===== src/hw/rtl/dpid_pkg.sv =====
// Shared types, register indexes and widths of the depth PID controller.
`default_nettype none

package dpid_pkg;

  // Configuration register indexes and reset values.
  localparam int CFG_IDX_W = 3;
  localparam logic [CFG_IDX_W-1:0] REG_PROP_GAIN      = 3'd0;
  localparam logic [CFG_IDX_W-1:0] REG_DERIV_GAIN     = 3'd1;
  localparam logic [CFG_IDX_W-1:0] REG_INTEG_GAIN     = 3'd2;
  localparam logic [CFG_IDX_W-1:0] REG_INTEGRAL_LIMIT = 3'd3;
  localparam logic [CFG_IDX_W-1:0] REG_FIRST_INTERVAL = 3'd4;

  localparam logic [31:0] PROP_GAIN_RST      = 32'd393216;
  localparam logic [31:0] DERIV_GAIN_RST     = 32'd0;
  localparam logic [31:0] INTEG_GAIN_RST     = 32'd0;
  localparam logic [30:0] INTEGRAL_LIMIT_RST = 31'd327680;
  localparam logic [15:0] FIRST_INTERVAL_RST = 16'd100;

  localparam logic KIND_STEP  = 1'b0;
  localparam logic KIND_CLEAR = 1'b1;

  // Serial multiplier: 33 by 33 bit signed operands, radix-4 digits.
  localparam int OPD_W      = 33;
  localparam int PROD_W     = 2 * OPD_W;
  localparam int MUL_DIGITS = (OPD_W + 1) / 2;
  localparam int MUL_CNT_W  = $clog2(MUL_DIGITS);

  // Serial divider: 32-bit magnitudes, one quotient bit per cycle.
  localparam int DIV_W     = 32;
  localparam int DIV_CNT_W = $clog2(DIV_W);

  localparam int FRAC_W = 16;

  typedef struct packed {
    logic               kind;
    logic signed [31:0] target_depth;
    logic signed [31:0] measured_depth;
    logic signed [31:0] target_rate;
    logic        [31:0] time_ms;
  } pid_in_t;

  typedef struct packed {
    logic signed [31:0] drive;
    logic               saturated;
  } pid_out_t;

endpackage

`default_nettype wire


===== src/hw/rtl/dpid_mul.sv =====
// Radix-4 digit-serial signed multiplier shared by all products of a step.
`default_nettype none

module dpid_mul import dpid_pkg::*; (
  input  logic              clk,
  input  logic              rst_n,
  input  logic              start,
  input  logic [OPD_W-1:0]  a,
  input  logic [OPD_W-1:0]  b,
  output logic              done,
  output logic [PROD_W-1:0] prod
);

  localparam int HI_W = OPD_W + 3;
  localparam logic [1:0] PH_IDLE = 2'd0;
  localparam logic [1:0] PH_PREP = 2'd1;
  localparam logic [1:0] PH_RUN  = 2'd2;
  localparam logic [MUL_CNT_W-1:0] CNT_LAST = MUL_CNT_W'(MUL_DIGITS - 1);

  logic [1:0]           ph_r;
  logic [MUL_CNT_W-1:0] cnt_r;
  logic                 done_r;
  logic [OPD_W-1:0]     m_r;
  logic [OPD_W+1:0]     m3_r;
  logic [OPD_W:0]       bq_r;
  logic [HI_W-1:0]      hi_r;
  logic [OPD_W:0]       lo_r;
  logic [HI_W-1:0]      m_ext;
  logic [HI_W-1:0]      dm;
  logic [HI_W-1:0]      hi_sum;

  assign m_ext = {{3{m_r[OPD_W-1]}}, m_r};

  // The top digit of the sign-extended multiplier holds two copies of the
  // sign bit, so it is worth minus the multiplicand or nothing.
  always_comb begin
    if (cnt_r == CNT_LAST) begin
      dm = bq_r[0] ? (~m_ext + HI_W'(1)) : '0;
    end else begin
      case (bq_r[1:0])
        2'd0:    dm = '0;
        2'd1:    dm = m_ext;
        2'd2:    dm = {{2{m_r[OPD_W-1]}}, m_r, 1'b0};
        default: dm = {m3_r[OPD_W+1], m3_r};
      endcase
    end
  end

  assign hi_sum = hi_r + dm;

  always_ff @(posedge clk) begin
    if (!rst_n) begin
      ph_r   <= PH_IDLE;
      cnt_r  <= '0;
      done_r <= 1'b0;
    end else begin
      done_r <= 1'b0;
      case (ph_r)
        PH_IDLE: begin
          if (start) begin
            ph_r <= PH_PREP;
          end
        end
        PH_PREP: begin
          cnt_r <= '0;
          ph_r  <= PH_RUN;
        end
        PH_RUN: begin
          cnt_r <= cnt_r + MUL_CNT_W'(1);
          if (cnt_r == CNT_LAST) begin
            ph_r   <= PH_IDLE;
            done_r <= 1'b1;
          end
        end
        default: ph_r <= PH_IDLE;
      endcase
    end
  end

  always_ff @(posedge clk) begin
    case (ph_r)
      PH_IDLE: begin
        if (start) begin
          m_r  <= a;
          bq_r <= {b[OPD_W-1], b};
        end
      end
      PH_PREP: begin
        m3_r <= {{2{m_r[OPD_W-1]}}, m_r} + {m_r[OPD_W-1], m_r, 1'b0};
        hi_r <= '0;
        lo_r <= '0;
      end
      PH_RUN: begin
        hi_r <= {{2{hi_sum[HI_W-1]}}, hi_sum[HI_W-1:2]};
        lo_r <= {hi_sum[1:0], lo_r[OPD_W:2]};
        bq_r <= {2'b00, bq_r[OPD_W:2]};
      end
      default: ;
    endcase
  end

  assign done = done_r;
  assign prod = {hi_r[PROD_W-OPD_W-2:0], lo_r};

endmodule

`default_nettype wire


===== src/hw/rtl/dpid_div.sv =====
// Restoring bit-serial divider for the depth rate, truncating toward zero.
`default_nettype none

module dpid_div import dpid_pkg::*; (
  input  logic             clk,
  input  logic             rst_n,
  input  logic             start,
  input  logic [DIV_W:0]   dividend,
  input  logic [DIV_W-1:0] divisor,
  output logic             done,
  output logic             neg,
  output logic [DIV_W-1:0] quot
);

  localparam logic [DIV_CNT_W-1:0] CNT_LAST = DIV_CNT_W'(DIV_W - 1);

  logic                 busy_r;
  logic                 done_r;
  logic [DIV_CNT_W-1:0] cnt_r;
  logic                 neg_r;
  logic [DIV_W-1:0]     d_r;
  logic [DIV_W-1:0]     r_r;
  logic [DIV_W-1:0]     q_r;
  logic [DIV_W:0]       mag;
  logic [DIV_W:0]       rs;
  logic [DIV_W+1:0]     trial;

  // The difference of two 32-bit depths always has a 32-bit magnitude.
  assign mag   = dividend[DIV_W] ? (~dividend + (DIV_W+1)'(1)) : dividend;
  assign rs    = {r_r, q_r[DIV_W-1]};
  assign trial = {1'b0, rs} - {2'b00, d_r};

  always_ff @(posedge clk) begin
    if (!rst_n) begin
      busy_r <= 1'b0;
      done_r <= 1'b0;
      cnt_r  <= '0;
    end else if (start) begin
      busy_r <= 1'b1;
      done_r <= 1'b0;
      cnt_r  <= '0;
    end else if (busy_r) begin
      cnt_r <= cnt_r + DIV_CNT_W'(1);
      if (cnt_r == CNT_LAST) begin
        busy_r <= 1'b0;
        done_r <= 1'b1;
      end
    end
  end

  always_ff @(posedge clk) begin
    if (start) begin
      neg_r <= dividend[DIV_W];
      d_r   <= divisor;
      r_r   <= '0;
      q_r   <= mag[DIV_W-1:0];
    end else if (busy_r) begin
      if (!trial[DIV_W+1]) begin
        r_r <= trial[DIV_W-1:0];
        q_r <= {q_r[DIV_W-2:0], 1'b1};
      end else begin
        r_r <= rs[DIV_W-1:0];
        q_r <= {q_r[DIV_W-2:0], 1'b0};
      end
    end
  end

  assign done = done_r;
  assign neg  = neg_r;
  assign quot = q_r;

endmodule

`default_nettype wire


===== src/hw/rtl/depth_pid_controller.sv =====
// Top level of the depth PID controller: registers, sequencer and output stage.
`default_nettype none

// Depth PID controller in signed Q16.16. A control step transaction makes
// four passes through the one shared radix-4 multiplier (error times
// interval and the three gain products), with the rate divider running
// alongside the first two passes, before its result appears on the output.
// A clear transaction gives no result. A new transaction is taken as soon
// as the sequencer is idle, even while the previous result is still
// waiting in the output register. Configuration writes are always taken and
// must only be issued while the block is idle; unknown indexes are ignored.
module depth_pid_controller import dpid_pkg::*; (
  input  logic                 clk,
  input  logic                 rst_n,
  input  logic                 in_valid,
  output logic                 in_ready,
  input  pid_in_t              in_data,
  output logic                 out_valid,
  input  logic                 out_ready,
  output pid_out_t             out_data,
  input  logic                 cfg_valid,
  output logic                 cfg_ready,
  input  logic [CFG_IDX_W-1:0] cfg_index,
  input  logic [31:0]          cfg_data
);

  localparam logic [3:0] S_IDLE   = 4'd0;
  localparam logic [3:0] S_MINT   = 4'd1;
  localparam logic [3:0] S_ACC    = 4'd2;
  localparam logic [3:0] S_MPROP  = 4'd3;
  localparam logic [3:0] S_WDIV   = 4'd4;
  localparam logic [3:0] S_DSTART = 4'd5;
  localparam logic [3:0] S_MDER   = 4'd6;
  localparam logic [3:0] S_MINTG  = 4'd7;
  localparam logic [3:0] S_OUT    = 4'd8;

  localparam int IP_W  = 34;
  localparam int SUM_W = PROD_W - FRAC_W + 2;

  localparam logic signed [PROD_W-1:0] IP_MAX = PROD_W'(64'sd4294967296);
  localparam logic signed [PROD_W-1:0] IP_MIN = -IP_MAX;
  localparam logic [31:0] INT32_MAX = 32'h7FFF_FFFF;
  localparam logic [31:0] INT32_MIN = 32'h8000_0000;

  logic [3:0]  state_r, state_nxt;

  logic [31:0] prop_gain_r, deriv_gain_r, integ_gain_r;
  logic [30:0] limit_r;
  logic [15:0] first_ms_r;

  logic [31:0] prev_depth_r, prev_time_r, acc_r;
  logic        have_prev_r;

  logic [31:0] interval_r, trate_r, rate_r;
  logic [32:0] err_r;
  logic        upd_r;
  logic [IP_W-1:0]  ip_r;
  logic [SUM_W-1:0] sum_r;

  logic     out_valid_r;
  pid_out_t out_data_r;

  logic        step_acc, clr_acc, out_load;
  logic [32:0] in_err, in_diff;
  logic [31:0] in_interval;

  logic              mul_start, mul_done;
  logic [OPD_W-1:0]  mul_a, mul_b;
  logic [PROD_W-1:0] mul_prod;
  logic [SUM_W-1:0]  term;

  logic             div_done, div_neg;
  logic [DIV_W-1:0] div_quot;

  logic [IP_W-1:0] ip_nxt;
  logic [IP_W:0]   psum, lim, acc_clamp;
  logic [31:0]     rate_nxt;
  logic            clip_hi, clip_lo;

  assign in_ready  = (state_r == S_IDLE);
  assign cfg_ready = 1'b1;
  assign step_acc  = in_valid && in_ready && (in_data.kind == KIND_STEP);
  assign clr_acc   = in_valid && in_ready && (in_data.kind == KIND_CLEAR);
  assign out_load  = (state_r == S_OUT) && (!out_valid_r || out_ready);

  assign in_err  = {in_data.target_depth[31], in_data.target_depth}
                 - {in_data.measured_depth[31], in_data.measured_depth};
  assign in_diff = {in_data.measured_depth[31], in_data.measured_depth}
                 - {prev_depth_r[31], prev_depth_r};
  assign in_interval = have_prev_r ? (in_data.time_ms - prev_time_r)
                                   : {16'h0000, first_ms_r};

  // Operand selection for the shared multiplier, one product per state.
  always_comb begin
    mul_start = 1'b0;
    mul_a     = err_r;
    mul_b     = '0;
    case (state_r)
      S_IDLE: begin
        mul_start = step_acc;
        mul_a     = in_err;
        mul_b     = {1'b0, in_interval};
      end
      S_ACC: begin
        mul_start = 1'b1;
        mul_a     = err_r;
        mul_b     = {prop_gain_r[31], prop_gain_r};
      end
      S_DSTART: begin
        mul_start = 1'b1;
        mul_a     = {trate_r[31], trate_r} - {rate_r[31], rate_r};
        mul_b     = {deriv_gain_r[31], deriv_gain_r};
      end
      S_MDER: begin
        mul_start = mul_done;
        mul_a     = {acc_r[31], acc_r};
        mul_b     = {integ_gain_r[31], integ_gain_r};
      end
      default: ;
    endcase
  end

  dpid_mul u_mul (
    .clk   (clk),
    .rst_n (rst_n),
    .start (mul_start),
    .a     (mul_a),
    .b     (mul_b),
    .done  (mul_done),
    .prod  (mul_prod)
  );

  dpid_div u_div (
    .clk      (clk),
    .rst_n    (rst_n),
    .start    (step_acc),
    .dividend (in_diff),
    .divisor  (in_interval),
    .done     (div_done),
    .neg      (div_neg),
    .quot     (div_quot)
  );

  // Dropping the 16 fraction bits of a two's complement product is a floor.
  assign term = {{2{mul_prod[PROD_W-1]}}, mul_prod[PROD_W-1:FRAC_W]};

  always_comb begin
    if ($signed(mul_prod) > IP_MAX) begin
      ip_nxt = IP_MAX[IP_W-1:0];
    end else if ($signed(mul_prod) < IP_MIN) begin
      ip_nxt = IP_MIN[IP_W-1:0];
    end else begin
      ip_nxt = mul_prod[IP_W-1:0];
    end
  end

  assign psum = {ip_r[IP_W-1], ip_r} + {{(IP_W-31){acc_r[31]}}, acc_r};
  assign lim  = {{(IP_W-30){1'b0}}, limit_r};

  always_comb begin
    if ($signed(psum) > $signed(lim)) begin
      acc_clamp = lim;
    end else if ($signed(psum) < -$signed(lim)) begin
      acc_clamp = -lim;
    end else begin
      acc_clamp = psum;
    end
  end

  always_comb begin
    if (interval_r == 32'd0) begin
      rate_nxt = 32'd0;
    end else if (!div_neg) begin
      rate_nxt = div_quot[31] ? INT32_MAX : div_quot;
    end else begin
      rate_nxt = (div_quot > INT32_MIN) ? INT32_MIN : (~div_quot + 32'd1);
    end
  end

  assign clip_hi = !sum_r[SUM_W-1] && (|sum_r[SUM_W-2:31]);
  assign clip_lo = sum_r[SUM_W-1] && !(&sum_r[SUM_W-2:31]);

  always_comb begin
    state_nxt = state_r;
    case (state_r)
      S_IDLE:   if (step_acc) state_nxt = S_MINT;
      S_MINT:   if (mul_done) state_nxt = S_ACC;
      S_ACC:    state_nxt = S_MPROP;
      S_MPROP:  if (mul_done) state_nxt = S_WDIV;
      S_WDIV:   if (div_done) state_nxt = S_DSTART;
      S_DSTART: state_nxt = S_MDER;
      S_MDER:   if (mul_done) state_nxt = S_MINTG;
      S_MINTG:  if (mul_done) state_nxt = S_OUT;
      S_OUT:    if (out_load) state_nxt = S_IDLE;
      default:  state_nxt = S_IDLE;
    endcase
  end

  always_ff @(posedge clk) begin
    if (!rst_n) begin
      state_r      <= S_IDLE;
      prop_gain_r  <= PROP_GAIN_RST;
      deriv_gain_r <= DERIV_GAIN_RST;
      integ_gain_r <= INTEG_GAIN_RST;
      limit_r      <= INTEGRAL_LIMIT_RST;
      first_ms_r   <= FIRST_INTERVAL_RST;
      prev_depth_r <= '0;
      prev_time_r  <= '0;
      have_prev_r  <= 1'b0;
      acc_r        <= '0;
      out_valid_r  <= 1'b0;
    end else begin
      state_r <= state_nxt;
      if (cfg_valid && cfg_ready) begin
        case (cfg_index)
          REG_PROP_GAIN:      prop_gain_r  <= cfg_data;
          REG_DERIV_GAIN:     deriv_gain_r <= cfg_data;
          REG_INTEG_GAIN:     integ_gain_r <= cfg_data;
          REG_INTEGRAL_LIMIT: limit_r      <= cfg_data[30:0];
          REG_FIRST_INTERVAL: first_ms_r   <= cfg_data[15:0];
          default: ;
        endcase
      end
      if (step_acc) begin
        prev_depth_r <= in_data.measured_depth;
        prev_time_r  <= in_data.time_ms;
        have_prev_r  <= 1'b1;
      end
      if (clr_acc) begin
        acc_r <= '0;
      end else if (state_r == S_ACC && upd_r) begin
        acc_r <= acc_clamp[31:0];
      end
      if (out_load) begin
        out_valid_r <= 1'b1;
      end else if (out_ready) begin
        out_valid_r <= 1'b0;
      end
    end
  end

  always_ff @(posedge clk) begin
    if (step_acc) begin
      interval_r <= in_interval;
      err_r      <= in_err;
      trate_r    <= in_data.target_rate;
      upd_r      <= (in_interval != 32'd0) && (in_err != 33'd0);
    end
    if (state_r == S_MINT && mul_done) begin
      ip_r <= ip_nxt;
    end
    if (state_r == S_MPROP && mul_done) begin
      sum_r <= term;
    end else if ((state_r == S_MDER || state_r == S_MINTG) && mul_done) begin
      sum_r <= sum_r + term;
    end
    if (state_r == S_WDIV && div_done) begin
      rate_r <= rate_nxt;
    end
    if (out_load) begin
      out_data_r.saturated <= clip_hi || clip_lo;
      if (clip_hi) begin
        out_data_r.drive <= INT32_MAX;
      end else if (clip_lo) begin
        out_data_r.drive <= INT32_MIN;
      end else begin
        out_data_r.drive <= sum_r[31:0];
      end
    end
  end

  assign out_valid = out_valid_r;
  assign out_data  = out_data_r;

endmodule

`default_nettype wire

===== config.mk =====
export PLATFORM = sky130hd
export DESIGN_NAME = depth_pid_controller
export DESIGN_NICKNAME = d
export VERILOG_FILES = /design/src/hw/rtl/dpid_pkg.sv /design/src/hw/rtl/dpid_mul.sv /design/src/hw/rtl/dpid_div.sv /design/src/hw/rtl/depth_pid_controller.sv
export SDC_FILE = /design/constraint.sdc
export NUM_CORES = 2
export LEC_CHECK = 0
export ABC_AREA = 1
export CAP_MARGIN = 25
export CORE_ASPECT_RATIO = 0.7
export CORE_MARGIN = 3
export CORE_UTILIZATION = 55
export DETAILED_ROUTE_END_ITERATION = 10
export DONT_BUFFER_PORTS = 1
export PLACE_DENSITY = 0.7
export SETUP_SLACK_MARGIN = 0.15
export SKIP_CTS_REPAIR_TIMING = 1
export SLEW_MARGIN = 30
export SYNTH_ARGS = -nofsm -noshare
export SYNTH_HDL_FRONTEND = slang
export SYNTH_SLANG_ARGS = --single-unit

===== constraint.sdc =====
create_clock -name clk -period 5.3 [get_ports clk]
set_input_delay 0.265 -clock clk [delete_from_list [all_inputs] [get_ports clk]]
set_output_delay 0.265 -clock clk [all_outputs]
set_load 0.01 [all_outputs]

# Word-level counts from Yosys, hierarchy flattened
# Cells that the tools add are included.
# op_classes
mux	43
n_addsub	16
multipliers	0
n_lt_le_gt_ge	5
bitwise	5
n_div	0
n_reduce_logical	47
n_eq_ne	27
shift	0
# ops
cell	count
$mux W32	10
$pmux W34 S2	2
$pmux W33 S4	1
$pmux W36 S3	1
$mux W52	2
$pmux W33 S3	1
$sub A32 B32 Y33	3
$mux W36	2
$pmux W36 S2	1
$mux W34	2
$gt A66 B34 Y1 const B	1
$lt A66 B33 Y1 const B	1
$add A32 B1 Y32 const B	2
$not A32 Y32	2
$add A52 B52 Y52	1
$add A36 B1 Y36 const B	1
$add A36 B36 Y36	1
$not A36 Y36	1
$pmux W4 S9	1
$add A33 B34 Y35	1
$add A34 B32 Y35	1
$gt A35 B32 Y1	1
$lt A35 B35 Y1	1
$neg A31 Y35	1
other kinds (40)	102
# totals
ff_bits	746
ram_bits	0
rom_bits	0
n_memories	0
in_bits	169
latchBits	0

# Logic depth before layout (Yosys ltp)
# logic_depth
word_depth	6
depth_mapped	36
ltp_nobuf	35

# By module
# A second synthesis with hierarchy kept.
# hier_totals
hier_cells	7627
hier_area_um2	55757.2
# by_module_without_submodules
mod	cells_per_inst	seq_area_each_um2	instances	area_each_um2
depth_pid_controller	4963	12381.9	1	35586.6
dpid_mul	1531	5235.0	1	12514.5
dpid_div	1133	2732.6	1	7656.1

# Least setup slack after synthesis
# OpenSTA, ideal clock, no wires.
# synth_path
kind	flip-flop to flip-flop
startpoint	reg state_r[1]
endpoint	reg u_div.r_r[0]
path_buffers	3
path_stages_with_launch	10
t_required_ns	4.999
path_slack_ns	0.466
t_arrival_ns	4.533
path_cell_list	dfxtp_1 > nor2_1 > inv_1 > nor2_1 > nand2_1 > nor2_1 > buf_2 > clkbuf_1 > clkbuf_1 > o22ai_1
# synth_between
elab_chain_cells	3
# synth_lines
item	line	rtl
start, declared	depth_pid_controller.sv:45	logic [3:0] state_r, state_nxt;
start signal, assigned	depth_pid_controller.sv:213	state_r <= state_nxt;
$logic_not A4 Y1	depth_pid_controller.sv:80	assign in_ready = (state_r == S_IDLE);
$logic_and A1 B1 Y1 (2 in a row)	depth_pid_controller.sv:82	assign step_acc = in_valid && in_ready && (in_data.kind == KIND_STEP);
via step_acc	depth_pid_controller.sv:63	logic step_acc, clr_acc, out_load;
end signal, assigned	dpid_div.sv:59	r_r <= trial[DIV_W-1:0];
end signal, assigned	dpid_div.sv:62	r_r <= rs[DIV_W-1:0];
end, declared	dpid_div.sv:22	logic [DIV_W-1:0] r_r;
# The timed path passes the listed nets, and every way through them passes these cells.
# A chain may end at the register's enable or synchronous reset.

# Worst setup path after layout
# layout_path
startpoint	reg acc_r[0]
endpoint	reg acc_r[5]
# layout_between
elab_chain_cells	4
elab_cells_between_ends	5
cone_classes	1 x add/sub; 2 x order compare; 2 x mux
# layout_lines
item	line	rtl
start, declared	depth_pid_controller.sv:51	logic [31:0] prev_depth_r, prev_time_r, acc_r;
start signal, assigned	depth_pid_controller.sv:232	acc_r <= acc_clamp[31:0];
$add A34 B32 Y35 *	depth_pid_controller.sv:157	assign psum = {ip_r[IP_W-1], ip_r} + {{(IP_W-31){acc_r[31]}}, acc_r};
$lt A35 B35 Y1	depth_pid_controller.sv:163	end else if ($signed(psum) < -$signed(lim)) begin
$mux W32	depth_pid_controller.sv:163	
$mux W32 *	depth_pid_controller.sv:161	if ($signed(psum) > $signed(lim)) begin
# Every way passes the cells marked *; elsewhere a longest branch is shown, timed or not.

==> results.toml <==
[critical_path]
crit_buf_inv = 4
worstReg2RegStart = "acc_r[0]"
startpoint = "acc_r[0]"
crit_family = "simple AND/OR/NAND/NOR gates"
cp_slowest_stage_delay_ns = 0.49
crit_type = "reg2reg"
worst-path-stages = 28
crit_arrival_ns = 5.32
critPathSlowestCell = "nand2_4"
crit_required_ns = 5.85
end_kind = "register"
rrSetupSlack_ns = 0.53
r2r_cells = 28
crit_top_cell = "nand2_1"
startpoint_type = "register"
cp_max_fo = 50

[floorplan]
start_util = 0.562
core_area_sq_um = 95100
die-area_sq_um = 101000
ioPinCount = 205
rows = 94
die_w_microns = 379
die_h_microns = 267

[clock_network]
cts_num_sinks = 743
htree_levels = 3
cts_buffers = 80
clock_latency_ns = 0.70
cts_tree = "yes"
clockBufferDepth = 3
clockRootBuffer = "clkbuf_16"
clk_pin_slew_ns = 0.06

[yosys]
yosys.area.top_type = "edfxtp_1"
synth_common_cells = "nand2_1, inv_1, nor2_1, a21oi_1, o21ai_0"
ys_warn_count = 0
synthesis.nets = 7806
ys_seq_area_frac = 0.363
synth_edf_count = 451
ys.flop_type = "edfxtp_1"
synth_area_leaders = "edfxtp_1, dfxtp_1, nand2_1"
synth.cell_area_sq_um = 53400
syn_inst = 7210
synth_area_per_cell_sq_um = 7.41
yosysUniqueCellTypes = 76
async_flop_share = 0
synth_most_common_cell = "nand2_1"
netlist.area_leader.share = 0.253
synth-seq-cells = 743

[timing]
fin_ws_ns = 0.531
worstMarginPinSlew_ns = 0.868
hold_viol_final = 0
max_slew_margin = 0.420
whs_ns = 0.0168
fmax_mhz = 210
finalCriticalPeriod_ns = 4.77
rsz0062_at_grt = "false"
tns_ns = 0
period_share = 0.900
setup_violations = 0
finClkSkew_ns = 0.0444
slew_violations = 0

[pwr]
peakVddDrop_uv = 332
p_leak_uw = 0.0259
powerDensity_nw_per_um2 = 509

[placement]
port_buffers = 0
place_congestion = 1.02
place.detailed.hpwl_mm = 128
dp_slack_ns = 0.408

[route]
routed_wl_mm = 167
viasPerCell = 5.85
drc_errors = 0
ant_nets = 0
routed-via-count = 50280
drtPass1Iterations = 8
drt_iter0_markers = 5887
wire_per_inst_microns = 19.4

[global_route]
grt_pass1_wl_mm = 255
grt_max_degree = 213
antenna_found_initial = 18
grt_pass1_vias = 45438
grt_overflow = 0
grt.total_usage = 0.320

[run_status]
status = "complete, no violations"

[layout]
layout.nets = 7861
syn_to_final_growth_pct = 10.1
drive_above_1_share = 0.0442

[min_path]
hold_class = "in2reg"
hold_path_depth = 3
worstHoldStart = "cfg_index[1]"

[run]
cap_violations = 0
==> path summary, 6_finish.rpt <==
kind,end
min reg2reg,first_ms_r[1]
min,limit_r[16]
max reg2reg,acc_r[5]
max,acc_r[5]
==> area by class of cell <==
class                      count  area, sq um
antenna                       14         35.0
multi-input combinational   5266        29600
inverter                     989         3720
tap                         1248         1560
sequential                   743        19400
clock buffer                 102         2180
timing repair buffer         185         1820
fill                        8580        36300
clock inverter                46          520
==> worst reg2reg max path: cells and delay by family, from the launching register on <==
family                     cells  cell delay, ns
buffers and inverters          4            0.49
and+or+nand+nor               18            2.57
adders and majority gates      3            0.91
AOI/OAI and AO/OA              2            0.16
DFF                            1            0.38
xor gates and xnor gates       1            0.15
==> through the flow <==
stage / cell area (sq um) / power [uW] / utilization / cells
final: 58800 / 29900 / 0.618 / 8593
after global routing: 58800 / 32200 / 0.618 / 8586
after CTS: 57300 / 29500 / 0.603 / 8440
after detailed placement: 54600 / 23600 / 0.574 / 8292
after global placement: 54600 / 23300 / 0.574 / 8290
after floorplan: 53400 / 19800 / - / 7210
==> flip-flops by register name (all words and copies together) (netlist names), 5 cells and up <==
name,flops
trate_r,32
prev_time_r,32
u_div.d_r,32
deriv_gain_r,32
integ_gain_r,32
acc_r,32
err_r,33
first_ms_r,16
limit_r,31
prop_gain_r,32
u_div.cnt_r,5
out_data,33
rate_r,32
u_div.quot,32
u_mul.m3_r,35
prev_depth_r,32
u_mul.hi_r,34
ip_r,34
u_mul.bq_r,33
u_mul.m_r,33
u_mul.cnt_r,5
sum_r,52
u_div.r_r,32
u_mul.lo_r,34
==> logic make-up after synthesis <==
| logic type | after synthesis | share of synthesized area |
|---|---|---|
| other | 1 | 0.0000702 |
| buffers and inverters | 1201 | 0.0856 |
| adders and majority gates | 427 | 0.101 |
| DFF | 743 | 0.363 |
| xor gates and xnor gates | 249 | 0.0414 |
| AOI/OAI and AO/OA | 1737 | 0.184 |
| and+or+nand+nor | 2852 | 0.225 |
==> layout by cell type, fill, tap and decap left out, drive strengths merged, types with 65 or more instances in the layout <==
cell | netlist | final
a21oi | 646 | 646
a31oi | 65 | 65
clkbuf | 179 | 103
dfxtp | 292 | 292
dlygate4sd3 | 0 | 134
edfxtp | 451 | 451
ha | 418 | 418
inv | 980 | 984
nand2 | 1473 | 1473
nand3 | 304 | 304
nand4 | 121 | 121
nor2 | 763 | 763
nor3 | 100 | 100
o21ai | 701 | 701
xnor2 | 80 | 80
xor2 | 169 | 169
==> routing by layer <==
layer | track usage | up-vias | part of all wire
met5 | 0 | - | 0.00033
met4 | 0.0850 | 8 | 0.028
met3 | 0.0834 | 251 | 0.11
met2 | 0.457 | 2208 | 0.40
met1 | 0.476 | 23288 | 0.46
li1 | - | 24525 | -
==> power by group <==
group / switching, uW / total, uW / internal (uW)
clock network: 2610 / 5870 / 3260
registers: 1120 / 9180 / 8060
logic: 9940 / 14900 / 4940
Note: power is estimated with default switching activity, not from simulation.
